**config.mk**
```make
export PLATFORM = sky130hd
export DESIGN_NAME = md4_hash_engine
export DESIGN_NICKNAME = d
export VERILOG_FILES = /design/src/rtl/core/md4_pkg.sv /design/src/rtl/core/md4_buf_ram.sv /design/src/rtl/core/md4_compress.sv /design/src/rtl/core/md4_hash_engine.sv
export SDC_FILE = /design/constraint.sdc
export NUM_CORES = 2
export LEC_CHECK = 0
export ABC_AREA = 1
export BUFFER_PORTS_ARGS = -buffer_cell sky130_fd_sc_hd__buf_2
export CORE_UTILIZATION = 68
export CTS_BUF_LIST = sky130_fd_sc_hd__clkbuf_8
export DETAILED_ROUTE_END_ITERATION = 6
export GPL_TIMING_DRIVEN = 0
export PLACE_DENSITY = 0.95
export REMOVE_ABC_BUFFERS = 1
export SETUP_SLACK_MARGIN = 0.2
export SLEW_MARGIN = 15
export SYNTH_ARGS = -nofsm -noshare
export SYNTH_HDL_FRONTEND = slang
export SYNTH_SLANG_ARGS = --single-unit
```
**constraint.sdc**
```tcl
create_clock -name clk -period 14.5 [get_ports clk]
set_input_delay 2.9 -clock clk [delete_from_list [all_inputs] [get_ports clk]]
set_output_delay 2.9 -clock clk [all_outputs]
set_load 0.005 [all_outputs]
```
**src/rtl/core/md4_pkg.sv**
```systemverilog
// Shared types, constants and round helpers for the MD4 hash engine.
package md4_pkg;

  typedef logic [31:0] word_t;
  typedef word_t [3:0] chain_t;

  localparam int unsigned BufDepth = 16;
  localparam int unsigned AddrW    = $clog2(BufDepth);
  localparam int unsigned RoundW   = 6;
  localparam int unsigned Rounds   = 48;

  localparam word_t K2 = 32'h5A82_7999;
  localparam word_t K3 = 32'h6ED9_EBA1;

  localparam chain_t InitChain = {32'h1032_5476, 32'h98ba_dcfe, 32'hefcd_ab89, 32'h6745_2301};

  // start pulse and chain reload from the control FSM
  typedef struct packed {
    logic start;
    logic reinit;
  } md4_cmp_ctl_t;

  typedef struct packed {
    logic busy;
    logic done;
  } md4_cmp_sts_t;

  // buffer word used by round rnd
  function automatic logic [AddrW-1:0] msg_index(input logic [RoundW-1:0] rnd);
    logic [3:0] k;
    k = rnd[3:0];
    case (rnd[5:4])
      2'd0:    msg_index = k;
      2'd1:    msg_index = {k[1:0], k[3:2]};
      2'd2:    msg_index = {k[0], k[1], k[2], k[3]};
      default: msg_index = k;
    endcase
  endfunction

  function automatic logic [4:0] rot_amount(input logic [RoundW-1:0] rnd);
    logic [1:0] j;
    j = rnd[1:0];
    rot_amount = 5'd3;
    case (rnd[5:4])
      2'd0: begin
        case (j)
          2'd0:    rot_amount = 5'd3;
          2'd1:    rot_amount = 5'd7;
          2'd2:    rot_amount = 5'd11;
          default: rot_amount = 5'd19;
        endcase
      end
      2'd1: begin
        case (j)
          2'd0:    rot_amount = 5'd3;
          2'd1:    rot_amount = 5'd5;
          2'd2:    rot_amount = 5'd9;
          default: rot_amount = 5'd13;
        endcase
      end
      default: begin
        case (j)
          2'd0:    rot_amount = 5'd3;
          2'd1:    rot_amount = 5'd9;
          2'd2:    rot_amount = 5'd11;
          default: rot_amount = 5'd15;
        endcase
      end
    endcase
  endfunction

  function automatic word_t rotl(input word_t v, input logic [4:0] n);
    logic [63:0] dbl;
    dbl = {v, v} << n;
    rotl = dbl[63:32];
  endfunction

endpackage

```
**src/rtl/core/md4_buf_ram.sv**
```systemverilog
// 16 x 32 message block buffer, one write port, one registered read port.
module md4_buf_ram (
  input  logic                       clk,
  input  logic                       wr_en,
  input  logic [md4_pkg::AddrW-1:0]  wr_addr,
  input  md4_pkg::word_t             wr_data,
  input  logic                       rd_en,
  input  logic [md4_pkg::AddrW-1:0]  rd_addr,
  output md4_pkg::word_t             rd_data
);
  import md4_pkg::*;

  word_t mem [BufDepth];
  word_t rd_data_r;

  always_ff @(posedge clk) begin
    if (wr_en) begin
      mem[wr_addr] <= wr_data;
    end
  end

  always_ff @(posedge clk) begin
    if (rd_en) begin
      rd_data_r <= mem[rd_addr];
    end
  end

  assign rd_data = rd_data_r;

endmodule

```
**src/rtl/core/md4_compress.sv**
```systemverilog
// MD4 compression: one round per cycle over the buffer memory, chain update at the end.
module md4_compress (
  input  logic                       clk,
  input  logic                       rst_n,
  input  md4_pkg::md4_cmp_ctl_t      ctl,
  output md4_pkg::md4_cmp_sts_t      sts,
  output logic                       rd_en,
  output logic [md4_pkg::AddrW-1:0]  rd_addr,
  input  md4_pkg::word_t             rd_data,
  output md4_pkg::chain_t            chain
);
  import md4_pkg::*;

  chain_t             chain_r;
  word_t              a_r, b_r, c_r, d_r;
  logic [RoundW-1:0]  rnd_r;
  logic               busy_r;
  logic               fin_r;

  word_t              fval;
  word_t              kval;
  word_t              new_w;
  logic [RoundW-1:0]  rnd_inc;

  assign rnd_inc = rnd_r + RoundW'(1);

  // next read address: word of round 0 on start, else the following round
  assign rd_en   = ctl.start || (busy_r && rnd_r != RoundW'(Rounds - 1));
  assign rd_addr = ctl.start ? msg_index('0) : msg_index(rnd_inc);

  always_comb begin
    case (rnd_r[5:4])
      2'd0: begin
        fval = (b_r & c_r) | (~b_r & d_r);
        kval = '0;
      end
      2'd1: begin
        fval = (b_r & c_r) | (b_r & d_r) | (c_r & d_r);
        kval = K2;
      end
      default: begin
        fval = b_r ^ c_r ^ d_r;
        kval = K3;
      end
    endcase
    new_w = rotl(a_r + fval + rd_data + kval, rot_amount(rnd_r));
  end

  always_ff @(posedge clk) begin
    if (!rst_n) begin
      busy_r  <= 1'b0;
      fin_r   <= 1'b0;
      rnd_r   <= '0;
      chain_r <= InitChain;
    end else begin
      fin_r <= 1'b0;
      if (ctl.start) begin
        busy_r <= 1'b1;
        rnd_r  <= '0;
        a_r    <= chain_r[0];
        b_r    <= chain_r[1];
        c_r    <= chain_r[2];
        d_r    <= chain_r[3];
      end else if (busy_r) begin
        // rotate so the next updated register always sits in a_r
        a_r   <= d_r;
        b_r   <= new_w;
        c_r   <= b_r;
        d_r   <= c_r;
        rnd_r <= rnd_inc;
        if (rnd_r == RoundW'(Rounds - 1)) begin
          busy_r <= 1'b0;
          fin_r  <= 1'b1;
        end
      end
      if (fin_r) begin
        chain_r[0] <= chain_r[0] + a_r;
        chain_r[1] <= chain_r[1] + b_r;
        chain_r[2] <= chain_r[2] + c_r;
        chain_r[3] <= chain_r[3] + d_r;
      end
      if (ctl.reinit) begin
        chain_r <= InitChain;
      end
    end
  end

  assign sts.busy = busy_r || fin_r;
  assign sts.done = fin_r;
  assign chain    = chain_r;

endmodule

```
**src/rtl/core/md4_hash_engine.sv**
```systemverilog
// MD4 hash engine top level: intake, padding control, digest output.
// Every 16th buffered word stalls intake for the compression, which runs its
// 48 rounds at one per cycle through the buffer memory read port.
// A last item adds 2 to 18 padding pushes and one or two compressions, then 4 digest items.
// Reset (rst_n low, synchronous) restores the MD4 initial chaining value, clears the
// byte total and fill count; buffer contents are left as they are.
module md4_hash_engine (
  input  logic        clk,
  input  logic        rst_n,
  input  logic        in_tvalid,
  output logic        in_tready,
  input  logic [31:0] in_tdata,   // [31:0] message_word
  input  logic [2:0]  in_tuser,   // [2:0] byte_count
  input  logic        in_tlast,
  output logic        out_tvalid,
  input  logic        out_tready,
  output logic [31:0] out_tdata,  // [31:0] digest_word
  output logic [1:0]  out_tuser,  // [1:0] digest_index
  output logic        out_tlast
);
  import md4_pkg::*;

  typedef enum logic [1:0] {S_IDLE, S_PAD, S_COMP, S_OUT} state_t;

  state_t             state_r;
  logic [AddrW-1:0]   fill_r;
  logic [60:0]        total_r;
  logic               mark_r;   // 0x80 marker still to push as its own word
  logic               lo_r;     // low length word pushed
  logic               len_r;    // high length word pushed
  logic               pad_r;
  logic               start_r;
  logic [1:0]         idx_r;
  logic               out_tvalid_r;
  word_t              out_tdata_r;
  logic [1:0]         out_tuser_r;
  logic               out_tlast_r;

  md4_cmp_ctl_t       cmp_ctl;
  md4_cmp_sts_t       cmp_sts;
  logic               rd_en;
  logic [AddrW-1:0]   rd_addr;
  word_t              rd_data;
  chain_t             chain;

  logic               acc;
  logic [2:0]         nbytes;
  word_t              last_w;
  word_t              pad_w;
  logic               push_en;
  word_t              push_w;
  logic               out_load;

  assign in_tready = (state_r == S_IDLE);
  assign acc       = in_tvalid && in_tready;
  assign nbytes    = (in_tuser > 3'd4) ? 3'd4 : in_tuser;

  // last word: masked valid bytes with the marker right above them
  always_comb begin
    case (nbytes)
      3'd0:    last_w = 32'h0000_0080;
      3'd1:    last_w = {16'h0, 8'h80, in_tdata[7:0]};
      3'd2:    last_w = {8'h0, 8'h80, in_tdata[15:0]};
      3'd3:    last_w = {8'h80, in_tdata[23:0]};
      default: last_w = in_tdata;
    endcase
  end

  always_comb begin
    if (mark_r) begin
      pad_w = 32'h0000_0080;
    end else if (fill_r == AddrW'(14)) begin
      pad_w = {total_r[28:0], 3'b000};
    end else if (fill_r == AddrW'(15) && lo_r) begin
      pad_w = total_r[60:29];
    end else begin
      pad_w = '0;
    end
  end

  assign push_en  = acc || (state_r == S_PAD);
  assign push_w   = (state_r == S_PAD) ? pad_w : (in_tlast ? last_w : in_tdata);
  assign out_load = (state_r == S_OUT) && (!out_tvalid_r || out_tready);

  assign cmp_ctl.start  = start_r;
  assign cmp_ctl.reinit = out_load && (idx_r == 2'd3);

  md4_buf_ram u_buf (
    .clk     (clk),
    .wr_en   (push_en),
    .wr_addr (fill_r),
    .wr_data (push_w),
    .rd_en   (rd_en),
    .rd_addr (rd_addr),
    .rd_data (rd_data)
  );

  md4_compress u_cmp (
    .clk     (clk),
    .rst_n   (rst_n),
    .ctl     (cmp_ctl),
    .sts     (cmp_sts),
    .rd_en   (rd_en),
    .rd_addr (rd_addr),
    .rd_data (rd_data),
    .chain   (chain)
  );

  always_ff @(posedge clk) begin
    if (!rst_n) begin
      state_r      <= S_IDLE;
      fill_r       <= '0;
      total_r      <= '0;
      mark_r       <= 1'b0;
      lo_r         <= 1'b0;
      len_r        <= 1'b0;
      pad_r        <= 1'b0;
      start_r      <= 1'b0;
      idx_r        <= '0;
      out_tvalid_r <= 1'b0;
    end else begin
      start_r <= 1'b0;
      if (out_tvalid_r && out_tready) begin
        out_tvalid_r <= 1'b0;
      end

      if (acc) begin
        if (in_tlast) begin
          total_r <= total_r + 61'(nbytes);
          mark_r  <= (nbytes == 3'd4);
          lo_r    <= 1'b0;
          len_r   <= 1'b0;
          pad_r   <= 1'b1;
        end else begin
          total_r <= total_r + 61'd4;
        end
      end

      if (state_r == S_PAD) begin
        if (mark_r) begin
          mark_r <= 1'b0;
        end else if (fill_r == AddrW'(14)) begin
          lo_r <= 1'b1;
        end else if (fill_r == AddrW'(15) && lo_r) begin
          len_r <= 1'b1;
        end
      end

      if (push_en) begin
        if (fill_r == AddrW'(BufDepth - 1)) begin
          fill_r  <= '0;
          start_r <= 1'b1;
          state_r <= S_COMP;
        end else begin
          fill_r <= fill_r + AddrW'(1);
          if (acc && in_tlast) begin
            state_r <= S_PAD;
          end
        end
      end

      if (state_r == S_COMP && cmp_sts.done) begin
        if (len_r) begin
          state_r <= S_OUT;
          idx_r   <= '0;
        end else if (pad_r) begin
          state_r <= S_PAD;
        end else begin
          state_r <= S_IDLE;
        end
      end

      if (out_load) begin
        out_tvalid_r <= 1'b1;
        out_tdata_r  <= chain[idx_r];
        out_tuser_r  <= idx_r;
        out_tlast_r  <= (idx_r == 2'd3);
        idx_r        <= idx_r + 2'd1;
        if (idx_r == 2'd3) begin
          state_r <= S_IDLE;
          total_r <= '0;
          fill_r  <= '0;
          pad_r   <= 1'b0;
          len_r   <= 1'b0;
          lo_r    <= 1'b0;
        end
      end
    end
  end

  assign out_tvalid = out_tvalid_r;
  assign out_tdata  = out_tdata_r;
  assign out_tuser  = out_tuser_r;
  assign out_tlast  = out_tlast_r;

  a_no_intake_while_busy: assert property (@(posedge clk) disable iff (!rst_n)
    in_tready |-> !cmp_sts.busy)
    else $error("intake open while compression runs");

  a_no_write_while_busy: assert property (@(posedge clk) disable iff (!rst_n)
    push_en |-> !cmp_sts.busy)
    else $error("buffer written during compression");

  a_start_on_full: assert property (@(posedge clk) disable iff (!rst_n)
    cmp_ctl.start |-> (fill_r == '0) && (state_r == S_COMP) && !cmp_sts.busy)
    else $error("compression started without a full block");

  a_last_is_d: assert property (@(posedge clk) disable iff (!rst_n)
    (out_tvalid && out_tlast) |-> (out_tuser == 2'd3))
    else $error("digest last flag on wrong word");

  a_len_then_out: assert property (@(posedge clk) disable iff (!rst_n)
    (state_r == S_COMP && cmp_sts.done && len_r) |=> (state_r == S_OUT))
    else $error("final block did not lead to digest output");

endmodule
```
==> reports/qor.yml <==
sequentialPowerShare_pct: 53.5
wl_mm: 187
crit_fanout: 46
async_reset_ff_share_pct: 0
final_nets: 6573
clock-sinks: 918
swShare_pct: 25.3
fp.coreArea_um2: 76500
p_comb_share_pct: 3.6
power.switching_mw: 1.37
yosysWarnings: 0
fin_util_pct: 76.5
multi_input_area_um2: 23000
yosysUniqueCellTypes: 65
fp.dieW_um: 281
finalSetupViolations: 0
overflow: 0
dp_slack_ns: 8.56
synth_area_leaders: "edfxtp_1, nand2_1, dfxtp_1"
synth_common_cells: "nand2_1, inv_1, edfxtp_1"
whs_path_depth: 2
slew_headroom_pct: 18.7
drtAntennaViolNets: 0
syn-cell-area_um2: 52900
syn_area_per_cell_um2: 8.56
layout-drive-gt1-share_pct: 7.61
insertion_delay_ns: 0.92
cap_violations: 0
internal-power_mw: 4.03
critical_path_class: "reg2reg"
gp_congestion: 1.03
cpLargestDelayFamily: "simple AND/OR/NAND/NOR gates"
final.setup.tns_ns: 0
die_h_um: 281
firstDrtPassIters: 7
drc: 45
ys_seq_area_share_pct: 48.1
synth_cells: 6174
layout_setup_ws_ns: 8.30
crit_chain: "inv_4 -> nand2_2 -> buf_12 -> o221ai_1 -> fa_1 -> inv_1 -> fa_1 -> inv_1 -> ha_1 -> nand2_1 -> nor2_1 -> inv_1 -> nor2_1 -> nand4_1 -> nand3_1 -> nand2_1 -> nand3_1 -> nand3_1 -> nand3_1 -> nand3_1 -> nand3_1 -> nand2_1"
postCtsSetupBuffers: 0
maxSlewViolCount: 0
ctsHoldBuffers: 0
worst_pin_slew_ns: 1.21
die-area_um2: 78900
synth_largest_area_cell: "edfxtp_1"
cp.arrival_ns: 6.79
r2r_cells: 22
powerDensity_nw_per_um2: 92.2
wire_per_inst_um: 25.2
yosys_most_used_dff: "edfxtp_1"
hold_viol: 0
clockRootBuffer: "clkbuf_8"
critical-path-slowest-cell: "inv_4"
cts_tree: "yes"
dp_hpwl_mm: 125
end_kind: "register"
crit_buf_inv: 5
max_stage_delay_ns: 0.69
n_fill_cell: 4909
via_per_inst: 6.56
synth_edf_count: 707
fmaxAchievable_ghz: 0.161
dr_total_vias: 48702
pwr-share-clk_pct: 42.9
clkTransAtPathRegs_ns: 0.06
path_common_cell: "nand3_1"
groute.usage.overall_pct: 47.2
htreeDepth: 4
yosysTopAreaCellShare_pct: 40.2
power.leakage_nw: 23.8
hp-class: "reg2reg"
clockBufferDepth: 3
grt_max_degree: 105
start_util_pct: 69.2
crit_required_ns: 15.09
start_kind: "register"
yosysMostFrequentCell: "nand2_1"
outcome: "finished, violations left"
cts_buffers: 149
grt_pass1_wl_mm: 276
ctsResizeCount: 0
io_buffers: 76
layout.area.seq_um2: 25500
power_mw: 5.40
grt_setup_unrepaired: "false"
timing.final.crit_share_pct: 42.8
io_pins: 77
min_period_ns: 6.20
syn_to_final_growth_pct: 10.6
initialDrtViolationCount: 7634
rows: 101
skew_ns: 0.0810
violations: "DRC"
crit_cells: 22
ir_worst_vdd_v: 0.000139
antenna_found_initial: 6
grt_pass1_vias: 46523
ys_ff_latch: 918
-- layer usage --
metal | GRT usage [%] | routed length, um | vias to the layer above
met4 | 35.7 | 17100 | 6
li1 | - | - | 21219
met3 | 12.8 | 24900 | 1069
met2 | 73.6 | 83300 | 4172
met5 | 0 | 40 | -
met1 | 55.8 | 61500 | 22236
-- stage by stage --
| step | instances | cell area, um2 | hold slack [ns] |
|---|---|---|---|
| floorplan | 5931 | 51700 | 0.431 |
| global placement | 7037 | 53400 | 0.445 |
| detailed placement | 7130 | 55400 | 0.454 |
| CTS | 7404 | 58400 | 0.462 |
| global route | 7416 | 58500 | 0.480 |
| finish | 7419 | 58500 | 0.463 |
-- registers in the layout (all words and copies together), names as in the netlist, 4 cells and up --
signal	flops
u_buf.mem	512
u_cmp.chain	128
total_r	61
out_tdata	32
u_buf.rd_data	32
u_cmp.a_r	32
u_cmp.b_r	32
u_cmp.c_r	32
u_cmp.d_r	32
u_cmp.rnd_r	6
fill_r	4
-- final cells by class --
| class | count | area share, % |
|---|---|---|
| clock inverter | 117 | 1.36 |
| inverter | 929 | 6.00 |
| multi-input combinational | 4084 | 39.4 |
| timing repair buffer | 180 | 3.81 |
| clock buffer | 157 | 3.69 |
| tap | 1030 | 2.20 |
| sequential | 918 | 43.5 |
| antenna | 4 | 0.0171 |
-- placed cells by master (no fill, tap or decap), types with 8 or more instances in the layout --
master	instances
nor2_1	458
a21o_1	26
clkbuf_8	157
buf_16	31
nand3b_1	10
nor4_1	11
fa_1	92
buf_12	26
o21ai_0	408
nand2_1	1223
a221oi_1	13
a31oi_1	18
o21a_1	15
ha_1	179
o22ai_1	49
nand4_1	44
nor3_1	68
xnor2_1	20
clkinv_2	20
or2_2	25
xor2_1	58
o21bai_1	11
edfxtp_1	707
inv_1	958
buf_2	76
o221ai_2	12
dfxtp_1	207
o211ai_1	268
inv_2	8
clkinv_1	35
o21ai_2	8
buf_8	11
nand3_1	573
nor2_4	15
buf_4	19
o21ai_1	42
a21oi_1	349
o221ai_1	19
buf_6	11
-- tightest hold or removal path: stages, from the launching register on --
cell and delay, ns:
dfxtp_1 0.30, inv_1 0.06, a21oi_1 0.06
-- power by group through the flow --
stage	registers, mW	clock network (mW)	logic, mW
global route	2.89	2.40	0.194
CTS	2.89	2.29	0.175
floorplan	2.94	0	0.0791
finish	2.89	2.31	0.192
detailed placement	2.94	0	0.169
global placement	2.94	0	0.139
-- final timing paths --
path | slack (ns) | endpoint | startpoint
setup / recovery | 8.30 | u_cmp.b_r[31]$_DFFE_PP_ | u_cmp.rnd_r[5]$_SDFFE_PP0P_
hold / removal | 0.46 | pad_r$_SDFF_PN0_ | pad_r$_SDFF_PN0_
setup reg to reg | 8.30 | u_cmp.b_r[31]$_DFFE_PP_ | u_cmp.rnd_r[5]$_SDFFE_PP0P_
hold reg to reg | 0.46 | pad_r$_SDFF_PN0_ | pad_r$_SDFF_PN0_
-- cell families after synthesis --
| kind of cell | after synthesis | share of synthesized area [%] |
|---|---|---|
| flops | 918 | 48.1 |
| buf+inv | 1172 | 8.84 |
| compound gates | 1275 | 14.3 |
| xor+xnor | 79 | 1.32 |
| simple gates | 2458 | 19.6 |
| fa+ha+maj | 271 | 7.72 |
| mux | 1 | 0.0189 |
Note: power is estimated with default switching activity, not from simulation.
